File: config.mk
export PLATFORM = sky130hd
export DESIGN_NAME = lru_file_chunk_cache_flat
export DESIGN_NICKNAME = d
export VERILOG_FILES = /design/src/rtl/core/lfcc_pkg.sv /design/src/rtl/core/lfcc_if.sv /design/src/rtl/core/lfcc_cell.sv /design/src/rtl/core/lfcc_ring.sv /design/src/rtl/core/lfcc_div.sv /design/src/rtl/core/lru_file_chunk_cache.sv /design/src/flat_wrapper.sv
export SDC_FILE = /design/constraint.sdc
export NUM_CORES = 2
export LEC_CHECK = 0
export BUFFER_PORTS_ARGS = -buffer_cell sky130_fd_sc_hd__buf_2
export CORE_UTILIZATION = 35
export DETAILED_ROUTE_END_ITERATION = 8
export PLACE_DENSITY = 0.54
export SLEW_MARGIN = 10
export SYNTH_ARGS = -nofsm -noshare
export SYNTH_HDL_FRONTEND = slang
export SYNTH_SLANG_ARGS = --single-unit
export TNS_END_PERCENT = 5
File: constraint.sdc
create_clock -name clock -period 42.5 [get_ports clock]
set_input_delay 0 -clock clock [delete_from_list [all_inputs] [get_ports clock]]
set_output_delay 0 -clock clock [all_outputs]
set_load 0.01 [all_outputs]
File: src/rtl/core/lfcc_pkg.sv
package lfcc_pkg;
   localparam int NUM_CHUNKS_DEF = 8;
   localparam int AW = 31;
   localparam int CW = 32;
   localparam int IDXW = 3;
   localparam logic [AW-1:0] CHUNK_SIZE_RST = 31'd65536;
   localparam logic [AW-1:0] FILE_SIZE_RST = 31'd0;
   localparam logic [0:0] REG_CHUNK_SIZE = 1'b0;
   localparam logic [0:0] REG_FILE_SIZE = 1'b1;

   typedef struct packed {
      logic [AW-1:0] offset;
      logic [AW-1:0] length;
   } req_type;

   typedef struct packed {
      logic          valid_res;
      logic          hit;
      logic [IDXW-1:0] chunk_index;
      logic [AW-1:0] fill_start;
      logic [AW-1:0] fill_size;
      logic [AW-1:0] buffer_offset;
      logic [CW-1:0] hits_so_far;
      logic [CW-1:0] misses_so_far;
   } rsp_type;

   // descriptor as it travels around the ring
   typedef struct packed {
      logic [AW-1:0] start;
      logic [AW-1:0] len;
      logic [CW-1:0] last_use;
   } desc_type;

   // write-back into the descriptor at the ring head
   typedef struct packed {
      logic          wr_desc;
      logic          wr_stamp;
      desc_type      desc;
   } upd_type;
endpackage

File: src/rtl/core/lfcc_if.sv
interface lfcc_req_if;
   logic valid;
   logic ready;
   lfcc_pkg::req_type data;
   modport source (output valid, output data, input ready);
   modport sink (input valid, input data, output ready);
endinterface

interface lfcc_rsp_if;
   logic valid;
   logic ready;
   lfcc_pkg::rsp_type data;
   modport source (output valid, output data, input ready);
   modport sink (input valid, input data, output ready);
endinterface

File: src/rtl/core/lfcc_cell.sv
// One descriptor slot of the rotating ring.
module lfcc_cell (
   input  logic                clock,
   input  logic                reset,
   input  logic                shift,
   input  lfcc_pkg::desc_type  d_in,
   output lfcc_pkg::desc_type  d_out
);
   lfcc_pkg::desc_type d_ff;

   always_ff @(posedge clock) begin
      if (reset) begin
         d_ff <= '0;
      end else if (shift) begin
         d_ff <= d_in;
      end
   end

   assign d_out = d_ff;
endmodule

File: src/rtl/core/lfcc_ring.sv
// Ring of cells; head is cell 0. Rotated one per cycle on shift, a full
// turn shows each descriptor at head in index order and restores order.
module lfcc_ring #(
   parameter int NUM_CHUNKS = lfcc_pkg::NUM_CHUNKS_DEF
) (
   input  logic                clock,
   input  logic                reset,
   input  logic                shift,
   input  lfcc_pkg::upd_type   upd,
   output lfcc_pkg::desc_type  head
);
   lfcc_pkg::desc_type q [NUM_CHUNKS];
   lfcc_pkg::desc_type d [NUM_CHUNKS];
   lfcc_pkg::desc_type head_new;

   always_comb begin
      head_new = q[0];
      if (upd.wr_desc) begin
         head_new.start = upd.desc.start;
         head_new.len   = upd.desc.len;
      end
      if (upd.wr_stamp) head_new.last_use = upd.desc.last_use;
   end

   for (genvar i = 0; i < NUM_CHUNKS; i++) begin : g_cell
      if (i == NUM_CHUNKS - 1) begin : g_last
         assign d[i] = head_new;
      end else begin : g_mid
         assign d[i] = q[i+1];
      end
      lfcc_cell u_cell (
         .clock (clock),
         .reset (reset),
         .shift (shift | upd.wr_desc | upd.wr_stamp),
         .d_in  ((NUM_CHUNKS == 1) ? head_new : d[i]),
         .d_out (q[i])
      );
   end

   assign head = q[0];
endmodule

File: src/rtl/core/lfcc_div.sv
// Restoring divider, one quotient bit per cycle; returns floor(n/d)*d.
module lfcc_div (
   input  logic                       clock,
   input  logic                       reset,
   input  logic                       start,
   input  logic [lfcc_pkg::AW-1:0]    num,
   input  logic [lfcc_pkg::AW-1:0]    den,
   output logic                       done,
   output logic [lfcc_pkg::AW-1:0]    aligned
);
   localparam int AW = lfcc_pkg::AW;
   logic [AW-1:0] rem_ff, rem_in, quo_ff, quo_in, den_ff, num_ff;
   logic [AW:0]   trial;
   logic [4:0]    cnt_ff, cnt_in;
   logic          busy_ff, busy_in, done_ff, done_in;

   always_comb begin
      rem_in = rem_ff;
      quo_in = quo_ff;
      cnt_in = cnt_ff;
      busy_in = busy_ff;
      done_in = 1'b0;
      trial = {rem_ff, quo_ff[AW-1]} - {1'b0, den_ff};
      if (start) begin
         rem_in = '0;
         quo_in = num;
         cnt_in = 5'(AW - 1);
         busy_in = 1'b1;
      end else if (busy_ff) begin
         if (!trial[AW]) begin
            rem_in = trial[AW-1:0];
            quo_in = {quo_ff[AW-2:0], 1'b1};
         end else begin
            rem_in = {rem_ff[AW-2:0], quo_ff[AW-1]};
            quo_in = {quo_ff[AW-2:0], 1'b0};
         end
         cnt_in = cnt_ff - 5'd1;
         if (cnt_ff == '0) begin
            busy_in = 1'b0;
            done_in = 1'b1;
         end
      end
   end

   always_ff @(posedge clock) begin
      if (reset) begin
         busy_ff <= 1'b0;
         done_ff <= 1'b0;
      end else begin
         busy_ff <= busy_in;
         done_ff <= done_in;
      end
      rem_ff <= rem_in;
      quo_ff <= quo_in;
      cnt_ff <= cnt_in;
      if (start) begin
         den_ff <= den;
         num_ff <= num;
      end
   end

   // offset - remainder is the aligned start
   assign done = done_ff;
   assign aligned = num_ff - rem_ff;
endmodule

File: src/rtl/core/lru_file_chunk_cache.sv
// A request runs a scan over all NUM_CHUNKS cells, then on a miss the divider,
// then a rotation that brings every cell past the head once. The result beat
// is held until taken; the next request beat can be taken in the cycle after
// it, and no request is accepted while one is in flight.
// The rate is set by the descriptor ring rotating one cell per cycle and the
// bit-serial alignment divider. Synchronous reset empties all chunks,
// clears counters and loads chunk_size 65536, file_size 0.
module lru_file_chunk_cache #(
   parameter int NUM_CHUNKS = lfcc_pkg::NUM_CHUNKS_DEF
) (
   input  logic                      clock,
   input  logic                      reset,
   lfcc_req_if.sink                  req,
   lfcc_rsp_if.source                rsp,
   input  logic                      csr_we,
   input  logic                      csr_index,
   input  logic [lfcc_pkg::AW-1:0]   csr_wdata
);
   localparam int AW = lfcc_pkg::AW;
   localparam int CW = lfcc_pkg::CW;
   localparam int IW = (NUM_CHUNKS > 1) ? $clog2(NUM_CHUNKS) : 1;
   localparam int CNTW = $clog2(NUM_CHUNKS + 1);

   typedef enum logic [5:0] {
      S_IDLE = 6'b000001, S_SCAN = 6'b000010, S_DIV = 6'b000100,
      S_SEEK = 6'b001000, S_ROT = 6'b010000, S_OUT = 6'b100000
   } state_type;

   state_type st_ff, st_in;
   logic [AW-1:0] csize_ff, fsize_ff, off_ff, len_ff;
   logic [CW-1:0] use_ff, use_in, hits_ff, hits_in, miss_ff, miss_in;
   logic [CNTW-1:0] cnt_ff, cnt_in;
   logic [IW-1:0] fnd_ff, fnd_in, vic_ff, vic_in, idx_ff, idx_in;
   logic [CW-1:0] vuse_ff, vuse_in;
   logic hf_ff, hf_in;
   lfcc_pkg::rsp_type out_ff, out_in;
   lfcc_pkg::desc_type head;
   lfcc_pkg::upd_type upd;
   logic shift, div_start, div_done;
   logic [AW-1:0] aligned, den;
   logic [AW:0] dend, cend, ext_end, fill_end;
   logic [AW-1:0] fsz;
   logic holds_head, fit;
   logic [AW:0] head_end;

   assign den = (csize_ff == '0) ? AW'(1) : csize_ff;
   assign dend = {1'b0, off_ff} + {1'b0, len_ff};
   assign head_end = {1'b0, head.start} + {1'b0, head.len};
   assign holds_head = (head.start <= off_ff) && (dend <= head_end);

   // refill plan from the aligned start
   always_comb begin
      cend = {1'b0, aligned} + {1'b0, den};
      ext_end = (cend < dend) ? dend : cend;
      fill_end = (ext_end > {1'b0, fsize_ff}) ? {1'b0, fsize_ff} : ext_end;
      fsz = (fill_end > {1'b0, aligned}) ? AW'(fill_end - {1'b0, aligned}) : '0;
      fit = (aligned <= off_ff) && (dend <= {1'b0, aligned} + {1'b0, fsz});
   end

   lfcc_ring #(.NUM_CHUNKS(NUM_CHUNKS)) u_ring (
      .clock (clock), .reset (reset), .shift (shift), .upd (upd), .head (head)
   );

   lfcc_div u_div (
      .clock (clock), .reset (reset), .start (div_start), .num (off_ff),
      .den (den), .done (div_done), .aligned (aligned)
   );

   assign req.ready = (st_ff == S_IDLE);
   assign rsp.valid = (st_ff == S_OUT);
   assign rsp.data = out_ff;

   always_comb begin
      st_in = st_ff;
      cnt_in = cnt_ff;
      fnd_in = fnd_ff;
      vic_in = vic_ff;
      vuse_in = vuse_ff;
      hf_in = hf_ff;
      idx_in = idx_ff;
      use_in = use_ff;
      hits_in = hits_ff;
      miss_in = miss_ff;
      out_in = out_ff;
      shift = 1'b0;
      div_start = 1'b0;
      upd = '0;
      unique case (st_ff)
         S_IDLE: begin
            if (req.valid) begin
               st_in = S_SCAN;
               cnt_in = '0;
               hf_in = 1'b0;
            end
         end
         S_SCAN: begin
            // head holds descriptor number cnt
            shift = 1'b1;
            if (holds_head) begin
               hf_in = 1'b1;
               fnd_in = IW'(cnt_ff);
            end
            if (cnt_ff == '0 || head.len == '0 || head.last_use < vuse_ff) begin
               vic_in = IW'(cnt_ff);
               vuse_in = head.last_use;
            end
            cnt_in = cnt_ff + 1'b1;
            if (cnt_ff == CNTW'(NUM_CHUNKS - 1)) begin
               cnt_in = '0;
               if (hf_in) begin
                  hits_in = hits_ff + 1'b1;
                  idx_in = fnd_in;
                  st_in = S_SEEK;
               end else begin
                  miss_in = miss_ff + 1'b1;
                  idx_in = vic_in;
                  div_start = 1'b1;
                  st_in = S_DIV;
               end
            end
         end
         S_DIV: begin
            if (div_done) st_in = S_SEEK;
         end
         S_SEEK: begin
            // rotate the target to the head, update it there, and finish the full turn
            if (cnt_ff == CNTW'(idx_ff)) begin
               if (hf_ff) begin
                  use_in = use_ff + 1'b1;
                  upd.wr_stamp = 1'b1;
                  upd.desc.last_use = use_in;
                  out_in.valid_res = 1'b1;
                  out_in.hit = 1'b1;
                  out_in.fill_start = '0;
                  out_in.fill_size = '0;
                  out_in.buffer_offset = off_ff - head.start;
               end else begin
                  upd.wr_desc = 1'b1;
                  upd.desc.start = aligned;
                  upd.desc.len = fsz;
                  out_in.valid_res = fit;
                  out_in.hit = 1'b0;
                  out_in.fill_start = aligned;
                  out_in.fill_size = fsz;
                  out_in.buffer_offset = fit ? off_ff - aligned : '0;
                  if (fit) begin
                     use_in = use_ff + 1'b1;
                     upd.wr_stamp = 1'b1;
                     upd.desc.last_use = use_in;
                  end
               end
               out_in.chunk_index = lfcc_pkg::IDXW'(idx_ff);
               out_in.hits_so_far = hits_ff;
               out_in.misses_so_far = miss_ff;
            end else begin
               shift = 1'b1;
            end
            cnt_in = cnt_ff + 1'b1;
            if (cnt_ff == CNTW'(NUM_CHUNKS - 1)) st_in = S_OUT;
         end
         S_ROT: st_in = S_OUT;
         S_OUT: begin
            if (rsp.ready) st_in = S_IDLE;
         end
         default: st_in = S_IDLE;
      endcase
   end

   always_ff @(posedge clock) begin
      if (reset) begin
         st_ff <= S_IDLE;
         csize_ff <= lfcc_pkg::CHUNK_SIZE_RST;
         fsize_ff <= lfcc_pkg::FILE_SIZE_RST;
         use_ff <= '0;
         hits_ff <= '0;
         miss_ff <= '0;
      end else begin
         st_ff <= st_in;
         use_ff <= use_in;
         hits_ff <= hits_in;
         miss_ff <= miss_in;
         if (csr_we) begin
            unique case (csr_index)
               lfcc_pkg::REG_CHUNK_SIZE: csize_ff <= csr_wdata;
               lfcc_pkg::REG_FILE_SIZE:  fsize_ff <= csr_wdata;
               default: ;
            endcase
         end
      end
      if (st_ff == S_IDLE && req.valid) begin
         off_ff <= req.data.offset;
         len_ff <= req.data.length;
      end
      cnt_ff <= cnt_in;
      fnd_ff <= fnd_in;
      vic_ff <= vic_in;
      vuse_ff <= vuse_in;
      hf_ff <= hf_in;
      idx_ff <= idx_in;
      out_ff <= out_in;
   end
endmodule
File: src/flat_wrapper.sv
// flat-port wrapper written by rule: the top's interface ports become plain ports
module lru_file_chunk_cache_flat 
#(
   parameter int NUM_CHUNKS = lfcc_pkg::NUM_CHUNKS_DEF
)
  (clock, reset, csr_we, csr_index, csr_wdata, req_valid, req_data, req_ready, rsp_valid, rsp_data, rsp_ready);
  lfcc_req_if req_i ();
  lfcc_rsp_if rsp_i ();
  input  logic clock;
  input  logic reset;
  input  logic csr_we;
  input  logic csr_index;
  input  logic [lfcc_pkg::AW-1:0] csr_wdata;
  input wire logic [$bits(req_i.valid)-1:0] req_valid;
  input wire logic [$bits(req_i.data)-1:0] req_data;
  output wire logic [$bits(req_i.ready)-1:0] req_ready;
  output wire logic [$bits(rsp_i.valid)-1:0] rsp_valid;
  output wire logic [$bits(rsp_i.data)-1:0] rsp_data;
  input wire logic [$bits(rsp_i.ready)-1:0] rsp_ready;
  assign req_i.valid = req_valid;
  assign req_i.data = req_data;
  assign req_ready = req_i.ready;
  assign rsp_valid = rsp_i.valid;
  assign rsp_data = rsp_i.data;
  assign rsp_i.ready = rsp_ready;
  lru_file_chunk_cache #(.NUM_CHUNKS(NUM_CHUNKS)) u_core (.clock(clock), .reset(reset), .req(req_i), .rsp(rsp_i), .csr_we(csr_we), .csr_index(csr_index), .csr_wdata(csr_wdata));
endmodule
Word-level counts from Yosys, hierarchy flattened
Cells that the tools add are included.

word-level totals
  RAM bits = 0
  bits of input ports = 99
  output and inout port bits = 164
  bits in registers = 1,317
  logic and storage cells = 167
  latch bits = 0
  memory bits (read-only) = 0
  memories = 0

operators by class
  order comparisons = 8
  bitwise gates (word level) = 5
  equal/unequal tests = 13
  multiplexer cells = 49
  shift-type cells = 0
  div/mod/pow operators = 0
  reductions and logical operators = 25
  $add $sub $neg = 14
  $mul = 0

operators with widths
  kind                                                  count
  2-to-1 mux 32 bit                                     7
  2-to-1 mux 31 bit                                     7
  2-to-1 mux 96 bit                                     2
  adder 31 x 31 -> 32 bit                               4
  2-to-1 mux 62 bit                                     2
  subtractor 31 bit                                     4
  adder 32 x 1 -> 32 bit (second input constant)        3
  greater-than comparator 32 x 31 -> 1 bit              2
  <= comparator 32 bit                                  2
  less-than comparator 32 bit                           2
  <= comparator 31 bit                                  2
  logical NOT 31 bit                                    2
  one-hot mux 6 bit (6 select lines)                    1
  subtractor 32 x 31 -> 32 bit                          1
  2-to-1 mux 6 bit                                      5
  2-to-1 mux 1 bit                                      16
  AND reduction 2 bit                                   7
  2-to-1 mux 4 bit                                      3
  one-hot mux 4 bit (3 select lines)                    1
  2-to-1 mux 3 bit                                      3
  AND reduction 3 bit                                   3
  equality test 6 x 1 -> 1 bit (second input constant)  1
  equality test 6 x 2 -> 1 bit (second input constant)  1
  equality test 6 x 3 -> 1 bit (second input constant)  1
  other kinds (20)                                      32

Logic depth before layout (Yosys ltp)
  depth in word-level cells = 18
  gate-level depth with buffers = 94
  depth with buffers taken out = 88

Hierarchy
Synthesis repeated with hierarchy kept, for this count alone.

second synthesis, totals
  cell total of the unflattened synthesis = 6,970
  area, all modules = 68,888.6 um2

by module, submodules not included
  module                area each (um2)  instances  cells an instance  seq. area each (um2)
  lru_file_chunk_cache  32,063.3         1          3,607              11,370.9
  lfcc_cell             3,384.5          8          303                1,881.8
  lfcc_div              8,275.4          1          833                3,553.4
  lfcc_ring             1,473.9          1          106                0.0

Worst setup path before layout
Ideal clock, no wire load.

  path kind = reg2reg
  start point = reg u_core.u_div.rem_ff[8]
  end point = reg u_core.use_ff[16]
  data arrival time = 15.593 ns
  data required time = 42.377 ns
  clock period less this slack = 15.716 ns
  setup time = 0.123 ns
  path buffers = 8
  path slack = 26.784 ns
  stages on the path, launching flop included = 82
  cell sequence = dfxtp_1 inv_1 ha_1 a21o_1 a2111oi_0 a41oi_1 a21o_1 a21o_1 a21o_1 a21oi_1 xor2_1 inv_1 ha_1 a21oi_1 nand2_1 a21oi_1 o31ai_2 a2111oi_4 [... 46 more ...] a21oi_1 o31ai_1 o21ai_1 o311ai_2 a311o_1 a21o_1 xnor2_1 ha_1 a21o_1 a21oi_1 o21ai_0 a211o_1 nand3_1 o211a_1 clkbuf_1 clkbuf_1 o21ai_1 mux2_1

on the way
  longest elaborated chain between the ends = 13
  elaborated cells on any way between the ends = 15
  classes of those cells = add/sub (4); order compare (5); mux (3); reduce/logical (3)

ends and longest elaborated chain
  what                                                                                  line                         text
  start, declared                                                                       lfcc_div.sv:12               logic [AW-1:0] rem_ff, rem_in, quo_ff, quo_in, den_ff, num_ff;
  start signal, assigned                                                                lfcc_div.sv:53               rem_ff <= rem_in;
  subtractor 31 bit (*)                                                                 lfcc_div.sv:64               assign aligned = num_ff - rem_ff;
  named net u_core.aligned[20]                                                          lru_file_chunk_cache.sv:40   logic [AW-1:0] aligned, den;
  adder 31 x 31 -> 32 bit                                                               lru_file_chunk_cache.sv:53   cend = {1'b0, aligned} + {1'b0, den};
  less-than comparator 32 bit                                                           lru_file_chunk_cache.sv:54   ext_end = (cend < dend) ? dend : cend;
  2-to-1 mux 32 bit                                                                     lru_file_chunk_cache.sv:54
  greater-than comparator 32 x 31 -> 1 bit                                              lru_file_chunk_cache.sv:55   fill_end = (ext_end > {1'b0, fsize_ff}) ? {1'b0, fsize_ff} : ext_end;
  2-to-1 mux 32 bit                                                                     lru_file_chunk_cache.sv:55
  subtractor 31 bit / greater-than comparator 32 x 31 -> 1 bit (equally long branches)  lru_file_chunk_cache.sv:56   fsz = (fill_end > {1'b0, aligned}) ? AW'(fill_end - {1'b0, aligned}) : '0;
  2-to-1 mux 31 bit (*)                                                                 lru_file_chunk_cache.sv:56
  named net u_core.fsz[0]                                                               lru_file_chunk_cache.sv:42   logic [AW-1:0] fsz;
  adder 31 x 31 -> 32 bit (*)                                                           lru_file_chunk_cache.sv:57   fit = (aligned <= off_ff) && (dend <= {1'b0, aligned} + {1'b0, fsz});
  <= comparator 32 bit (*)                                                              lru_file_chunk_cache.sv:57
  logical AND 1 bit (*)                                                                 lru_file_chunk_cache.sv:57
  nonzero test 2 bit (no source line) (*)                                               n/a
  AND reduction 3 bit (no source line) (*)                                              n/a
  end signal, assigned                                                                  lru_file_chunk_cache.sv:179  use_ff <= use_in;
  end, declared                                                                         lru_file_chunk_cache.sv:31   logic [CW-1:0] use_ff, use_in, hits_ff, hits_in, miss_ff, miss_in;

Mark *: on every way through the listed nets, which the timed path passes. The rest lies on a longest branch.
A chain may end at the register's enable or synchronous reset.

Final worst setup path
  start point = reg u_core.u_div.rem_ff[8]
  end point = reg u_core.u_ring.g_cell[7].u_cell.d_ff, in the netlist u_core.u_ring.g_cell[7].u_cell.d_out[21]

on the way
  longest elaborated chain between the ends = 16
  elaborated cells on any way between the ends = 21
  classes of those cells = add/sub (4); order compare (5); mux (10); bitwise (1); reduce/logical (1)

ends and longest elaborated chain
  what                                                                                  line                              text
  subtractor 31 bit (*)                                                                 lfcc_div.sv:64
  named net u_core.aligned[13]                                                          lru_file_chunk_cache.sv:40
  adder 31 x 31 -> 32 bit                                                               lru_file_chunk_cache.sv:53
  less-than comparator 32 bit                                                           lru_file_chunk_cache.sv:54
  2-to-1 mux 32 bit                                                                     lru_file_chunk_cache.sv:54
  greater-than comparator 32 x 31 -> 1 bit                                              lru_file_chunk_cache.sv:55
  2-to-1 mux 32 bit                                                                     lru_file_chunk_cache.sv:55
  subtractor 31 bit / greater-than comparator 32 x 31 -> 1 bit (equally long branches)  lru_file_chunk_cache.sv:56
  2-to-1 mux 31 bit                                                                     lru_file_chunk_cache.sv:56
  adder 31 x 31 -> 32 bit                                                               lru_file_chunk_cache.sv:57
  <= comparator 32 bit                                                                  lru_file_chunk_cache.sv:57
  logical AND 1 bit (*)                                                                 lru_file_chunk_cache.sv:57
  2-to-1 mux 32 bit / 2-to-1 mux 1 bit (equally long branches)                          lru_file_chunk_cache.sv:146       if (fit) begin
  2-to-1 mux 32 bit / 2-to-1 mux 1 bit (equally long branches)                          lru_file_chunk_cache.sv:128       if (hf_ff) begin
  2-to-1 mux 96 bit (*)                                                                 lru_file_chunk_cache.sv:127       if (cnt_ff == CNTW'(idx_ff)) begin
  2-to-1 mux 96 bit (*)                                                                 lru_file_chunk_cache.sv:88        unique case (st_ff)
  2-to-1 mux 32 bit / bitwise OR 1 bit (equally long branches)                          lfcc_ring.sv:22, lfcc_ring.sv:34
  end signal, assigned                                                                  lfcc_cell.sv:15                   d_ff <= d_in;
  end, declared                                                                         lfcc_cell.sv:9                    lfcc_pkg::desc_type d_ff;

Marks and branches as above.

==> summary.txt <==
Critical path
  • CP bufs+invs: 5
  • CP Max Fanout: 48
  • Cell family with most CP delay: compound AO/OA/AOI/OAI gates
  • Critical Path RT: 43180 ps
  • Crit path arrival time: 21220 ps
  • CP Class: register to register
  • Critical path endpoint category: register
  • Most used cell, CP: a21oi_1
  • Slowest cell delay on critical path: 870 ps
  • Max stage delay cell, worst path: xor2_1
  • Startpoint types: register

Synth
  • Post-Syn Area: 0.0657 mm²
  • Yosys warnings: 0
  • Post-Synthesis Cells: 7609
  • Synth Area in Adders: 8.61%
  • Mux cell area share after synthesis: 2.36%
  • Synth unique cells: 90
  • Synth Register Bits: 1316
  • Main combinational cell family by area after synthesis: simple AND/OR/NAND/NOR gates
  • Post-synthesis compound-gate area fraction: 16.8%
  • Sequential fraction of the synthesis area: 45.6%
  • Post-synthesis simple-gate area fraction: 17.8%
  • Avg Inst Size Synth: 8.64 µm²
  • Post-synth EDFFs: 363
  • Asr flop ratio synth: 0%
  • Post-synthesis xor/xnor area fraction: 4.47%
  • Top FF cell, synth: dfxtp_1
  • Net count after synthesis: 8154

Timing
  • Achievable Freq: 0.0487 GHz
  • Setup_tns: 0 ps
  • Max transition margin: 10.2%
  • Final hold vios: 0
  • RSZ-0062 raised after global routing: false
  • Worst-Margin Slew: 1340 ps
  • Final WS setup: 21960 ps
  • Final period util: 48.3%
  • Clk_skew: 51.1 ps
  • Final Max Tran Viols: 0
  • Final setup violating endpoints: 0
  • Final critical-path required period: 20540 ps

Clock tree
  • Clock tree buffer depth: 3
  • CTS tree: yes
  • Worst skew pair latency: 830 ps
  • CTS sink count: 1316
  • Number of H-tree levels: 4
  • Reg clk slew, reported paths: 60 ps
  • Num CTS Buffers: 149
  • Root Driver: clkbuf_16

Global route
  • First-pass GRT wire length: 324000 µm
  • Total GRT Usage: 22.4%
  • Largest net degree at the start of global routing: 232
  • Number of global-route vias before repair: 50900
  • Gr ovfl total: 0
  • Antenna violations before repair: 22

Die
  • Core area: 0.186 mm²
  • Row cnt: 158
  • Starting density of the core: 35.3%
  • DIE WIDTH: 435 µm
  • # IOs: 263
  • Die area: 0.189 mm²
  • Die Span Y: 435 µm

Power and ir drop
  • VDD IR max: 0.0494 mV
  • Design Power: 0.00494 W
  • Static Leak: 29.5 nW
  • Power Dens Cells: 64.5 mW/mm²

Routing
  • Via density: 5.21
  • WL final: 218000 µm
  • Drt drc: 0
  • Routed Antenna Nets: 0
  • Vias: 54800
  • Initial DRC Count: 4715
  • First-pass DRT Iterations: 6
  • DR WL/cell: 20.7 µm

Finish
  • FF+latch area: 0.0300 mm²
  • Fin cells: 10500
  • Final nets: 8463
  • Area delta synth->final: 16.7%
  • Area of the multi-input gates: 0.0330 mm²
  • Fraction of layout cells with a size suffix above 1: 9.04%
  • Filler Cell Count: 18400

Run status
  • Status: finished, final reports clean

Hold path
  • HP Class: input pin to register

Placed design
  • Routability Congestion: 0.937
  • DP HPWL: 155000 µm
  • Pre-CTS setup slack: 22310 ps
  • Port Buf Inserts: 262
  • Placed Cells incl. Taps: 10000

Job
  • Maxcap violations: 0
[flip-flops by register name (all words and copies together), names as in the netlist, 32 cells and up]
signal,cells
u_core.hits_ff,32
u_core.u_ring.g_cell.u_cell.d_out,752
u_core.miss_ff,32
u_core.rsp.data,162
u_core.use_ff,32
u_core.vuse_ff,32
[synthesized netlist by cell type (24+ instances only)]
| library cell | number | area (µm²) |
|---|---|---|
| nand2_1 | 1755 | 6590 |
| a21oi_1 | 1037 | 5190 |
| dfxtp_1 | 953 | 19100 |
| ha_1 | 438 | 5480 |
| clkbuf_1 | 396 | 1490 |
| nor2_1 | 365 | 1370 |
| edfxtp_1 | 363 | 10900 |
| inv_1 | 326 | 1220 |
| o21ai_0 | 204 | 1020 |
| xnor2_1 | 184 | 1610 |
| nand3_1 | 171 | 856 |
| a21o_1 | 167 | 1250 |
| xor2_1 | 151 | 1320 |
| nor2b_1 | 83 | 519 |
| nand4_1 | 72 | 450 |
| o21ai_1 | 72 | 360 |
| and3_1 | 67 | 419 |
| nor3_1 | 66 | 330 |
| o21a_1 | 57 | 428 |
| nand2b_1 | 49 | 307 |
| mux2_2 | 47 | 529 |
| o211ai_1 | 38 | 285 |
| mux2i_1 | 31 | 310 |
| o21bai_1 | 31 | 233 |
| mux2_4 | 30 | 450 |
| or3_1 | 27 | 169 |
| a31oi_1 | 25 | 156 |
| nor4_1 | 25 | 156 |
| o31ai_1 | 25 | 188 |
| o311ai_0 | 24 | 210 |
[layout make-up]
type                       instances  share of cell area, %
antenna                            5                 0.0163
clock buffer                     217                   5.53
clock inverter                    59                   1.04
inverter                         331                   1.62
multi-input combinational       5540                   43.0
sequential                      1316                   39.1
tap                             2480                   4.05
timing repair buffer             580                   5.64
[stage by stage]
stage	util, %	hold WS, ps	instance area [µm²]
global placement	37.4	178	69500
global route	41.2	51.2	76700
floorplan	-	98.9	65700
detailed placement	37.4	178	69500
finish	41.2	49.8	76700
CTS	41.2	0.145	76600
[logic make-up after synthesis]
logic type	count (synthesis)
AO/OA/AOI/OAI	1872
XOR/XNOR	335
multiplexers	130
buffers and inverters	753
AND/OR/NAND/NOR	2755
adder cells (fa/ha/maj)	448
flip-flops	1316
[worst paths after layout]
path / depth (start not counted) / slack [ps] / end / startpoint
max reg2reg: 77 / 21960 / u_core.u_ring.g_cell[7].u_cell.d_out[21] / u_core.u_div.rem_ff[8]
max: 77 / 21960 / u_core.u_ring.g_cell[7].u_cell.d_out[21] / u_core.u_div.rem_ff[8]
min: 4 / 50 / u_core.csize_ff[30] / csr_wdata[30]
min reg2reg: 2 / 430 / u_core.u_ring.g_cell[0].u_cell.d_out[55] / u_core.u_ring.g_cell[1].u_cell.d_out[55]
[worst register-to-register path, delay by kind of cell (launching register included)]
| kind | cells | cell delay, ps |
|---|---|---|
| simple gates | 15 | 3670 |
| buf+inv | 5 | 990 |
| flops | 1 | 370 |
| xor+xnor | 4 | 1350 |
| fa+ha+maj | 8 | 2610 |
| compound gates | 44 | 10840 |
| mux | 1 | 570 |
[report_power, final]
part / switching (W) / internal [W]
logic: 0.00143 / 0.000821
registers: 0.0000417 / 0.00134
clock network: 0.000548 / 0.000763
total: 0.00202 / 0.00292
[routing by layer]
metal  share of wire, %  track usage, %  wire length (µm)  vias up
met4                2.8            6.89              6080        4
met5              0.016               0                34        -
met3                5.6            3.73             12200      277
li1                   -               -                 -    26900
met1                 47            31.0            101000    26300
met2                 45            35.4             98100     1348
[what timing repair did]
action	in CTS	in global routing
hold buffers	211	0
setup buffers	0	0
endpoints found under the hold margin	230	0
gates resized for setup	0	0
[layout by cell type, fill, tap and decap left out, drive strengths merged, types with 25 or more instances in the layout]
master / n
o311ai: 34
nor4: 25
o31ai: 26
ha: 438
nand3: 171
xor2: 151
o211ai: 38
buf: 369
a21o: 167
o21a: 57
nor2: 365
nand2: 1756
and3: 67
o21bai: 31
nand2b: 49
o21ai: 276
nand4: 72
clkinv: 39
clkbuf: 217
dlygate4sd3: 211
or3: 27
nor3: 66
a31oi: 25
dfxtp: 953
inv: 339
mux2: 98
a21oi: 1037
edfxtp: 363
mux2i: 32
nor2b: 83
xnor2: 184
(Power assumes the default switching activity.)
